### src/sv/rasc_pkg.sv
`timescale 1ns / 1ps
`default_nettype none

package rasc_pkg;

   localparam int STACK_DEPTH   = 1024;
   localparam int ADDRESS_WIDTH = 32;

   localparam int KIND_WIDTH    = 3;
   localparam int DATA_WIDTH    = 32;
   localparam int LEVEL_WIDTH   = 11;
   localparam int ERROR_WIDTH   = 2;

   // top pointer holds 0..STACK_DEPTH, memory index 0..STACK_DEPTH-1
   localparam int PTR_WIDTH     = $clog2(STACK_DEPTH + 1);
   localparam int IDX_WIDTH     = $clog2(STACK_DEPTH);
   localparam int CMP_WIDTH     = (PTR_WIDTH > LEVEL_WIDTH) ? PTR_WIDTH : LEVEL_WIDTH;

   typedef enum logic [KIND_WIDTH-1:0] {
      OP_PUSH  = 3'd0,
      OP_POP   = 3'd1,
      OP_DROP  = 3'd2,
      OP_PEEK  = 3'd3,
      OP_CLEAR = 3'd4
   } rasc_op_type;

   typedef enum logic [ERROR_WIDTH-1:0] {
      ERR_NONE  = 2'd0,
      ERR_UNDER = 2'd1,
      ERR_OVER  = 2'd2
   } rasc_err_type;

   typedef struct packed {
      logic [LEVEL_WIDTH-1:0] depth;
      rasc_err_type           err;
      logic                   rd_used;
   } rasc_meta_type;

   typedef struct packed {
      logic                     wr_en;
      logic [IDX_WIDTH-1:0]     wr_addr;
      logic [ADDRESS_WIDTH-1:0] wr_data;
      logic                     rd_en;
      logic [IDX_WIDTH-1:0]     rd_addr;
   } rasc_mem_req_type;

endpackage

`default_nettype wire

### src/sv/rasc_ctrl.sv
`timescale 1ns / 1ps
`default_nettype none

module rasc_ctrl
   import rasc_pkg::*;
(
   input  wire logic                     clock,
   input  wire logic                     reset,
   input  wire logic                     accept,
   input  wire logic [KIND_WIDTH-1:0]    kind,
   input  wire logic [DATA_WIDTH-1:0]    push_address,
   input  wire logic [LEVEL_WIDTH-1:0]   level_count,
   output rasc_mem_req_type              mem_req,
   output rasc_meta_type                 meta
);

   logic [PTR_WIDTH-1:0] top_ff;
   logic [PTR_WIDTH-1:0] top_in;
   logic [CMP_WIDTH-1:0] top_ext;
   logic [CMP_WIDTH-1:0] count_ext;
   logic [CMP_WIDTH-1:0] peek_idx;
   rasc_err_type         err;
   logic                 wr_en;
   logic                 rd_en;
   logic [IDX_WIDTH-1:0] rd_addr;

   assign top_ext   = CMP_WIDTH'(top_ff);
   assign count_ext = CMP_WIDTH'(level_count);
   assign peek_idx  = top_ext - count_ext;

   always_comb begin
      top_in  = top_ff;
      err     = ERR_NONE;
      wr_en   = 1'b0;
      rd_en   = 1'b0;
      rd_addr = IDX_WIDTH'(top_ff - PTR_WIDTH'(1));
      case (rasc_op_type'(kind))
         OP_PUSH: begin
            if (top_ff == PTR_WIDTH'(STACK_DEPTH)) begin
               err = ERR_OVER;
            end else begin
               wr_en  = 1'b1;
               top_in = top_ff + PTR_WIDTH'(1);
            end
         end
         OP_POP: begin
            if (top_ff == '0) begin
               err = ERR_UNDER;
            end else begin
               rd_en  = 1'b1;
               top_in = top_ff - PTR_WIDTH'(1);
            end
         end
         OP_DROP: begin
            if (count_ext > top_ext) begin
               err = ERR_UNDER;
            end else begin
               top_in = PTR_WIDTH'(top_ext - count_ext);
            end
         end
         OP_PEEK: begin
            if (count_ext != '0 && count_ext <= top_ext) begin
               rd_en   = 1'b1;
               rd_addr = IDX_WIDTH'(peek_idx);
            end
         end
         OP_CLEAR: begin
            top_in = '0;
         end
         default: begin
         end
      endcase
   end

   always_ff @(posedge clock) begin
      if (reset) begin
         top_ff <= '0;
      end else if (accept) begin
         top_ff <= top_in;
      end
   end

   assign mem_req.wr_en   = accept & wr_en;
   assign mem_req.wr_addr = IDX_WIDTH'(top_ff);
   assign mem_req.wr_data = ADDRESS_WIDTH'(push_address);
   assign mem_req.rd_en   = accept & rd_en;
   assign mem_req.rd_addr = rd_addr;

   assign meta.depth   = LEVEL_WIDTH'(top_in);
   assign meta.err     = err;
   assign meta.rd_used = rd_en;

endmodule

`default_nettype wire

### config.mk
export PLATFORM = sky130hd
export DESIGN_NAME = rasc_ctrl
export DESIGN_NICKNAME = d
export VERILOG_FILES = /design/src/sv/rasc_pkg.sv /design/src/sv/rasc_ctrl.sv
export SDC_FILE = /design/constraint.sdc
export NUM_CORES = 1
export LEC_CHECK = 0
export BUFFER_PORTS_ARGS = -buffer_cell sky130_fd_sc_hd__buf_2
export CAP_MARGIN = 20
export CORE_MARGIN = 2
export CORE_UTILIZATION = 50
export CTS_BUF_LIST = sky130_fd_sc_hd__clkbuf_8
export CTS_CLUSTER_DIAMETER = 150
export DETAILED_ROUTE_END_ITERATION = 12
export PLACE_DENSITY_LB_ADDON = 0.3
export SLEW_MARGIN = 10
export SYNTH_ARGS = -nofsm -noshare
export SYNTH_HDL_FRONTEND = slang
export SYNTH_SLANG_ARGS = --single-unit
export TNS_END_PERCENT = 10
### constraint.sdc
create_clock -name clock -period 3.3 [get_ports clock]
set_input_delay 0.33 -clock clock [delete_from_list [all_inputs] [get_ports clock]]
set_output_delay 0.33 -clock clock [all_outputs]
set_load 0.005 [all_outputs]
Yosys cells after proc, flatten, opt, wreduce, memory -nomap -nowiden
Cells that the tools add are included. W data, S select, Z words.

Register bits: 11. Logic and storage cells: 32.

$add $sub $neg: 3. Order comparisons: 2. Equality and inequality tests: 5. Multiplexer cells: 15. Bitwise operators: 2. Reduce and logical (&&, ||, !) cells: 4.

Operators by type and width (number): $pmux W11 S4 (1); $mux W11 (3); $mux W10 (2); $add A11 B1 Y11 const B (1); $eq A11 B11 Y1 const B (1); $gt A11 B11 Y1 (1); $le A11 B11 Y1 (1); $logic_not A11 Y1 (1); $reduce_bool A11 Y1 (1); $sub A11 B1 Y11 const B (1); $sub A11 B11 Y11 (1); $eq A3 B2 Y1 const B (2); $mux W1 (6); $pmux W2 S3 (1); $eq A3 B1 Y1 const B (1); $eq A3 B3 Y1 const B (1); $logic_not A3 Y1 (1); $and A1 B1 Y1 (2); $mux W2 (1); $pmux W1 S2 (1); $logic_and A1 B1 Y1 (1).

Depth between registers and ports, before layout
Gate-level depths: netlist of run 1.

Depth in word-level cells: 5. Depth in mapped cells: 11.

Least setup slack after synthesis of run 1
No wires, ideal clock.

Path type: reg2out. Start point: reg top_ff[0], in the netlist top_ext[0]. End point: out mem_req[4] (netlist bit). Data arrival time: 2.291 ns. Data required time: 2.970 ns. Path slack: 0.679 ns. Cell stages (with the launch flop): 11. Cell sequence: dfxtp_1 > clkbuf_2 > inv_1 > ha_1 > nor2b_1 > o31a_2 > o21a_1 > nor2_4 > a2111oi_4 > buf_6 > mux2_2.

RTL lines: from (decl) (RTL line rasc_ctrl.sv:17) `logic [PTR_WIDTH-1:0] top_ff;`; from (signal assigned) (RTL line rasc_ctrl.sv:79) `top_ff <= top_in;`; to (decl) (RTL line rasc_ctrl.sv:13) `output rasc_mem_req_type mem_req,`.

==> flow_metrics.tcl, run 1 <==
set metrics [dict create \
    outcome "finished, final reports clean" \
    wl_met1_mm 3.38 \
    hp-class "input pin to register" \
    synth_cells 358 \
    fin_nets 430 \
    p_comb_share_pct 56.7 \
    worst_pin_slew_ns 0.700 \
    core-area_um2 5040 \
    syn_nets 421 \
    insertedDiodeCount 0 \
    fmax_mhz 320 \
    synthArstFlopShare_pct 0 \
    rsz0062_at_grt "no" \
    wirelength_mm 7.77 \
    finalMaxSlewViolations 0 \
    die-area_um2 5750 \
    yosysUniqueCellTypes 71 \
    grt_usage_pct 27.2 \
    tns_ns 0 \
    wl_per_cell_um 17.8 \
    die_w_um 75.9 \
    grt_pass1_vias 2496 \
    place_inst 431 \
    irDropWorstVdd_uv 117 \
    cts_buffer_depth 2 \
    vias 2666 \
    avgSynthCellArea_um2 7.21 \
    portBuffers 52 \
    grt_max_degree 20 \
    drc 0 \
    hold_ws_ns 0.421 \
    hold_depth 2 \
    wl_met2_mm 3.64 \
    antenna_left 0 \
    p_int_mw 0.384 \
    ys_seq_area_share_pct 8.53 \
    setup_viol 0 \
    grt_overflow 0 \
    cts.sinks 11 \
    globalplace.congestion 0.975 \
    io_pins 117 \
    netlist.top_cell.by_area "buf_4" \
    cp_data_required_time_ns 2.97 \
    synth_edf_count 0 \
    drv_cap 0 \
    wl_met3_um 530 \
    ys_ff_latch 11 \
    start_util_pct 51.2 \
    arrival_ns 2.80 \
    cts-root-buf "clkbuf_8" \
    die_h_um 75.9 \
    top_layer "met4" \
    power_frac_seq_pct 22.1 \
    netSwitchingPower_mw 0.280 \
    yosysWarnings 0 \
    power.total_mw 0.664 \
    drt_iter0_drc 136 \
    grt_antenna_before_repair 0 \
    fin_crit_ns 3.13 \
    synth_area_um2 2580 \
    numCtsBuffers 3 \
    crit_path_max_fanout 10 \
    synth_area_leaders "buf_4 (13%), dfxtp_1 (8.5%), ha_1 (6.3%), nand2_1 (4.5%), xnor2_1 (4.1%)" \
    power-per-cell-area_nw_per_um2 250 \
    first_pass_iters 5 \
    clk_pin_slew_ns 0.05 \
    rows 26 \
    vias_per_cell 6.11 \
    rr_worst_depth 10 \
    cellLeakagePower_nw 1.20 \
    cts_tree "yes" \
    instances_no_fill 436 \
    finalCritPeriodShare_pct 94.8 \
    cp-start-kind "register" \
    hold_violations 0 \
    clkPwrFrac_pct 21.2 \
    swShare_pct 42.2 \
    synth_top_area_share_pct 12.8 \
    htreeDepth 1 \
    fillers 519 \
    crit_type "register to output port" \
    fin_worst_skew_ns 0.00166 \
    area_delta_synth_final_pct 3.05 \
    drive_gt1_share_pct 26.2 \
    grt_pass1_wl_mm 12.0 \
    maxSlewHeadroom_pct 52.9 \
    clk_latency_ns 0.25 \
    largest_reg_flops 11 \
    post-dp-hpwl_mm 6.25 \
    end_kind "output port" \
    synth-main-ff-cell "dfxtp_1" \
]
==> power groups by stage <==
stage / Clock, mW / Combinational, mW / Sequential (mW)
after floorplan: 0 / 0.291 / 0.148
after global placement: 0 / 0.361 / 0.149
after detailed placement: 0 / 0.363 / 0.149
after CTS: 0.138 / 0.366 / 0.146
after global routing: 0.144 / 0.410 / 0.148
final: 0.141 / 0.376 / 0.147
==> cell usage after synthesis, types with 7 or more instances <==
cell and number:
buf_4 44, nand2_1 31, inv_1 25, nor2_1 23
o21ai_0 16, a21oi_1 15, ha_1 13, xnor2_1 12
dfxtp_1 11, clkbuf_1 10, mux2i_1 10, nand3_1 10
nor3_1 7
==> final timing paths <==
check / end / slack, ns / start
setup / recovery: meta[8] / 0.17 / top_ext[0]
hold / removal: top_ext[6] / 0.42 / reset
setup reg to reg: top_ext[6] / 0.70 / top_ext[0]
hold reg to reg: top_ext[0] / 0.60 / top_ext[0]
==> layout make-up <==
class | count | area, um2 | area share [%]
Clock buffer | 3 | 41.3 | 1.55
Clock inverter | 1 | 3.75 | 0.141
Inverter | 25 | 93.8 | 3.53
Multi-Input combinational cell | 261 | 1850 | 69.7
Sequential cell | 11 | 221 | 8.33
Tap cell | 70 | 87.6 | 3.29
Timing Repair Buffer | 65 | 358 | 13.5
==> layout by cell type, fill, tap and decap left out, drive strengths merged, types with 10 or more instances in the layout <==
cell type,n
buf,65
nand2,31
inv,26
nor2,25
o21ai,22
a21oi,16
ha,13
xnor2,12
dfxtp,11
nand3,10
mux2i,10
==> critical path: stages, from the launching register on <==
cell and delay, ns:
dfxtp_2 0.37, inv_1 0.13, ha_1 0.29, or3b_4 0.45, nor4_4 0.42, nor2_2 0.11, a221o_1 0.35, a22oi_2 0.19
o21ai_1 0.11, buf_2 0.14
==> routing by layer <==
| metal | GRT usage [%] | vias to the layer above |
|---|---|---|
| li1 | - | 1276 |
| met1 | 35.3 | 1226 |
| met2 | 44.0 | 139 |
| met3 | 3.17 | 25 |
| met4 | 14.2 | 0 |
| met5 | 0 | - |
==> through the flow <==
stage	setup WS, ns	area [um2]	util (%)
after floorplan	0.679	2580	-
after global placement	0.397	2600	51.6
after detailed placement	0.324	2600	51.6
after CTS	0.0628	2650	52.5
after global routing	0.0404	2660	52.8
final	0.172	2660	52.8
==> kinds of logic after synthesis <==
family | after synthesis | synth area share, %
AO/OA/AOI/OAI | 98 | 27.5
buffers and inverters | 86 | 19.7
adder cells (fa/ha/maj) | 14 | 7.08
AND/OR/NAND/NOR | 116 | 24.8
flip-flops | 11 | 8.53
multiplexers | 16 | 6.64
XOR/XNOR | 17 | 5.77
==> repair_timing <==
action | in CTS | in global routing
setup buffers | 0 | 1
gates resized for setup | 0 | 3
setup endpoints to repair | 0 | 10
hold buffers | 0 | 0
Power figures use the tool's default switching activity.
==> run 2, diff against run 1 <==
--- a/config.mk
+++ b/config.mk
@@ -6,10 +6,8 @@
 export NUM_CORES = 1
 export LEC_CHECK = 0
 export BUFFER_PORTS_ARGS = -buffer_cell sky130_fd_sc_hd__buf_2
-export CAP_MARGIN = 20
 export CORE_MARGIN = 2
-export CORE_UTILIZATION = 50
-export CTS_BUF_LIST = sky130_fd_sc_hd__clkbuf_8
+export CORE_UTILIZATION = 49
 export CTS_CLUSTER_DIAMETER = 150
 export DETAILED_ROUTE_END_ITERATION = 12
 export PLACE_DENSITY_LB_ADDON = 0.3
==> run 2 against run 1 <==
Compared with the run above:
- sequential power about the same
- non-clock buffer count grew 1
- worst hold slack is essentially flat
- power increased by 0.91%
- combinational power barely moved
- critical endpoint is now mem_req[9]
==> flow_metrics.tcl, run 2 (synthesis results as in run 1) <==
set metrics [dict create \
    htreeDepth 1 \
    cts_hold_buf 0 \
    numCtsBuffers 3 \
    io_pins 117 \
    finalMaxSlewViolations 0 \
    layout_common_cells "buf_2 (52), nand2_1 (31), inv_1 (25)" \
    setup_viol 0 \
    end_kind "output port" \
    drt_iter0_drc 196 \
    fin_worst_skew_ns 0.00289 \
    wirelength_mm 7.82 \
    vias_per_cell 6.21 \
    crit_path_max_fanout 8 \
    grt_max_degree 20 \
    fmax_mhz 321 \
    cp_data_required_time_ns 2.97 \
    fin_nets 431 \
    outcome "finished, final reports clean" \
    first_pass_iters 7 \
    power-per-cell-area_nw_per_um2 251 \
    wl_per_cell_um 17.9 \
    largest_reg_flops 11 \
    grt_usage_pct 25.2 \
    worst_pin_slew_ns 0.721 \
    fin_ws_ns 0.181 \
    die-area_um2 5860 \
    cts-root-buf "clkbuf_8" \
    drv_cap 0 \
    insertedDiodeCount 0 \
    portBuffers 52 \
    cellLeakagePower_nw 1.20 \
    die_h_um 76.6 \
    clk_pin_slew_ns 0.06 \
    drc 0 \
    globalplace.congestion 0.940 \
    cts_buffer_depth 2 \
    fillers 530 \
    grt_antenna_before_repair 0 \
    rows 26 \
    grt_pass1_vias 2405 \
    hold_violations 0 \
    grt_pass1_wl_mm 12.1 \
    irDropWorstVdd_uv 108 \
    place_ws_ns 0.342 \
    drive_gt1_share_pct 26.2 \
    grt_overflow 0 \
    finalCritPeriodShare_pct 94.5 \
    clk_latency_ns 0.25 \
    cts.sinks 11 \
    hp-class "input pin to register" \
    start_util_pct 50.5 \
    rsz0062_at_grt "yes" \
    crit_type "register to output port" \
    fin_crit_ns 3.12 \
    final_core_util_pct 52.4 \
    area_delta_synth_final_pct 3.59 \
    arrival_ns 2.79 \
    reg2reg_setup_slack_ns 0.74 \
    cp-start-kind "register" \
    vias 2713 \
    cts_tree "yes" \
    post-dp-hpwl_mm 6.10 \
    antenna_left 0 \
    core-area_um2 5110 \
    maxSlewHeadroom_pct 51.5 \
    die_w_um 76.6 \
    final_common_cell "buf_2" \
]
==> run 2: cell count changes in the layout (fill, tap and decap cells not counted), sizes merged <==
cell	before	now
inv	26	25
buf	65	66
clkbuf	3	4
==> run 2: final cells by class <==
type,count,area [um2],share of cell area (%)
inverters,25,93.8,3.51
repair buffers,66,365,13.7
well taps,70,87.6,3.28
flip-flops and latches,11,220,8.24
multi-input cells,261,1860,69.6
clock buffers,4,45.0,1.68
==> run 2: path summary, 6_finish.rpt <==
kind	from	end	cells past startpoint
max	top_ext[7]	mem_req[9]	9
min	reset	top_ext[6]	2
max reg2reg	top_ext[7]	top_ext[1]	7
min reg2reg	top_ext[0]	top_ext[0]	3
==> run 2: critical path: stages, from the launching register on <==
cell       delay [ns]
dfxtp_1          0.40
ha_1             0.41
nand4_1          0.16
a21oi_1          0.19
o21a_2           0.24
nor2_4           0.07
a2111oi_4        0.32
buf_4            0.25
mux2_2           0.37
buf_2            0.13
==> run 2: metal layers <==
metal  wire, um  global-route usage [%]
met2       3660                    41.7
met5          0                       0
met1       3410                    34.8
met4        148                    7.82
met3        611                    2.01
==> run 2: what timing repair did <==
| action | CTS | global route |
|---|---|---|
| buffers inserted | 0 | 0 |
| setup endpoints to repair | 0 | 5 |
| gates resized for setup | 0 | 3 |
==> run 2: power by group <==
part	switching [mW]	total [mW]	leakage, nW	internal, mW
combinational	0.216	0.379	1.09	0.163
sequential	0.00542	0.144	0.0896	0.138
clock	0.0619	0.148	0.0228	0.0856
total	0.283	0.670	1.20	0.387
==> run 2: stage by stage <==
step | hold WS (ns) | power [mW] | std cells | setup TNS, ns | cell area (um2)
4_1_cts | 0.417 | 0.655 | 437 | 0 | 2660
5_1_grt | 0.422 | 0.702 | 437 | -0.0325 | 2670
3_5_place_dp | 0.660 | 0.514 | 433 | 0 | 2620
6_report | 0.421 | 0.670 | 437 | 0 | 2670
3_3_place_gp | 0.660 | 0.513 | 433 | 0 | 2620
2_1_floorplan | 0.513 | 0.439 | 358 | 0 | 2580
==> run 3, diff against run 2 <==
--- a/config.mk
+++ b/config.mk
@@ -7,10 +7,10 @@
 export LEC_CHECK = 0
 export BUFFER_PORTS_ARGS = -buffer_cell sky130_fd_sc_hd__buf_2
 export CORE_MARGIN = 2
-export CORE_UTILIZATION = 49
+export CORE_UTILIZATION = 44
 export CTS_CLUSTER_DIAMETER = 150
 export DETAILED_ROUTE_END_ITERATION = 12
-export PLACE_DENSITY_LB_ADDON = 0.3
+export PLACE_DENSITY = 0.8
 export SLEW_MARGIN = 10
 export SYNTH_ARGS = -nofsm -noshare
 export SYNTH_HDL_FRONTEND = slang
==> constraint.sdc (replaced) <==
create_clock -name clock -period 2.6 [get_ports clock]
set_input_delay 0.26 -clock clock [delete_from_list [all_inputs] [get_ports clock]]
set_output_delay 0.26 -clock clock [all_outputs]
set_load 0.005 [all_outputs]
==> run 3 against run 2 <==
Compared with the run above:
- worst setup slack got worse by 0.39 ns
- via count rose by 9.6%
- cell count rose by 13%
- register-to-register slack got worse by 0.54 ns
- highest routed layer unchanged
- the flow now finishes with violations (negative setup slack)
- power rose by 44%
- non-clock buffer count rose by 54
- critical endpoint is now mem_req[2]
- largest cell class unchanged
- first-iteration DRC count rose by 11%
- global-route usage rose by 1.1 points
- wire length rose by 10%
- sequential share of layout area fell by 1.2 points
- sequential power rose by 28%
==> flow_metrics.tcl, run 3 (synthesis results as in run 1) <==
set metrics [dict create \
    globalplace.congestion 0.944 \
    cts_tree "yes" \
    netSwitchingPower_mw 0.395 \
    vias_per_cell 6.03 \
    cts_buffer_depth 2 \
    final_common_cell "buf_4" \
    crit_path_max_fanout 5 \
    largest_reg_flops 11 \
    wl_per_cell_um 17.5 \
    first_pass_iters 5 \
    die_w_um 80.6 \
    rows 27 \
    portBuffers 52 \
    cts-root-buf "clkbuf_8" \
    fin_crit_ns 2.81 \
    drt_iter0_drc 217 \
    cts.sinks 11 \
    maxSlewHeadroom_pct 60.9 \
    final_core_util_pct 58.9 \
    p_int_mw 0.569 \
    start_util_pct 46.3 \
    die_h_um 80.6 \
    die-area_um2 6490 \
    drive_gt1_share_pct 42.8 \
    insertedDiodeCount 0 \
    crit_type "register to output port" \
    drc 0 \
    layout_common_cells "buf_4 (64), buf_2 (52), nand2_1 (30)" \
    finalMaxSlewViolations 0 \
    violations "negative setup slack" \
    arrival_ns 2.55 \
    power-per-cell-area_nw_per_um2 294 \
    hold_violations 0 \
    drv_cap 0 \
    post-dp-hpwl_mm 6.67 \
    numCtsBuffers 3 \
    vias 2974 \
    core-area_um2 5570 \
    clkPwrFrac_pct 19.1 \
    end_kind "output port" \
    htreeDepth 1 \
    cp-start-kind "register" \
    grt_pass1_wl_mm 13.5 \
    hp-class "input pin to register" \
    area_delta_synth_final_pct 27.1 \
    io_pins 117 \
    grt_pass1_vias 2910 \
    instances_no_fill 493 \
    grt_usage_pct 26.3 \
    irDropWorstVdd_uv 144 \
    fmax_mhz 356 \
    finalCritPeriodShare_pct 108 \
    clk_pin_slew_ns 0.06 \
    rsz0062_at_grt "yes" \
    clk_latency_ns 0.25 \
    fin_worst_skew_ns 0.00611 \
    fin_nets 485 \
    antenna_left 0 \
    swShare_pct 41.0 \
    fin_ws_ns -0.208 \
    cellLeakagePower_nw 1.48 \
    grt_overflow 0 \
    setup_viol 22 \
    grt_max_degree 20 \
    cp_data_required_time_ns 2.34 \
    worst_pin_slew_ns 0.584 \
    wirelength_mm 8.63 \
    p_comb_share_pct 61.8 \
    power_frac_seq_pct 19.1 \
    grt_antenna_before_repair 0 \
    outcome "complete, but fails checks" \
    place_inst 485 \
]
[run 3: cell types whose count changed in the layout (fill, tap and decap cells not counted), moves of 2 or more]
cell | before | now
nor3_1 | 7 | 5
dfxtp_2 | 0 | 5
buf_6 | 0 | 4
dfxtp_1 | 11 | 5
o21ai_2 | 1 | 4
buf_4 | 14 | 64
ha_2 | 0 | 2
nor3_2 | 1 | 3
a211oi_1 | 5 | 3
o21ai_1 | 4 | 8
o21ai_0 | 16 | 10
ha_1 | 13 | 4
ha_4 | 0 | 7
[run 3: worst paths after layout]
| path | cells after the start | slack [ns] | start | end |
|---|---|---|---|---|
| worst max-delay path | 10 | -0.21 | top_ext[6] | mem_req[2] |
| worst min-delay path | 2 | 0.36 | reset | top_ext[1] |
| worst max register to register | 10 | 0.20 | top_ext[0] | top_ext[6] |
| worst min register to register | 3 | 0.70 | top_ext[1] | top_ext[1] |
[run 3: metrics by stage]
step                setup TNS (ns)  hold WS [ns]  area (um2)  power (mW)  setup WS [ns]
floorplan                        0         0.443        2580       0.557         0.0494
global placement            -0.268         0.520        3000       0.718        -0.0862
detailed placement          -0.422         0.520        3000       0.723         -0.102
CTS                          -1.91         0.341        3210       0.930         -0.170
global route                 -3.97         0.370        3280        1.02         -0.258
finish                       -2.80         0.357        3280       0.964         -0.208
[run 3: timing repair]
action	in CTS	in global routing
pin swaps	12	10
buffers inserted	3	1
endpoints found under the setup margin	22	24
resized for setup	31	15
hold buffers	0	0
[run 3: critical path, cell delays in order (launching register included)]
cell       delay (ns)
dfxtp_4          0.36
ha_4             0.29
o211ai_1         0.12
a21oi_2          0.21
o21a_1           0.22
nor2_4           0.06
a2111oi_4        0.27
buf_4            0.20
buf_6            0.12
mux2_2           0.32
buf_2            0.12
[run 3: area by class of cell]
cell class,instances,area [um2]
clock buffer,4,45.0
fill,492,2290
inverter,25,93.8
multi-input combinational,261,2040
sequential,11,230
tap,72,90.1
timing repair buffer,120,786
[run 3: power groups by stage]
| stage | combinational (mW) | sequential (mW) | clock (mW) |
|---|---|---|---|
| 3_5_place_dp | 0.538 | 0.185 | 0 |
| 4_1_cts | 0.567 | 0.185 | 0.178 |
| 6_report | 0.595 | 0.184 | 0.184 |
| 3_3_place_gp | 0.533 | 0.185 | 0 |
| 2_1_floorplan | 0.370 | 0.188 | 0 |
| 5_1_grt | 0.644 | 0.185 | 0.190 |
[run 3: metal layers]
metal	GRT usage, %	vias up	wire (um)
met4	15.1	0	309
met5	0	-	0
li1	-	1387	-
met1	32.6	1337	3450
met3	2.92	33	805
met2	43.8	217	4060
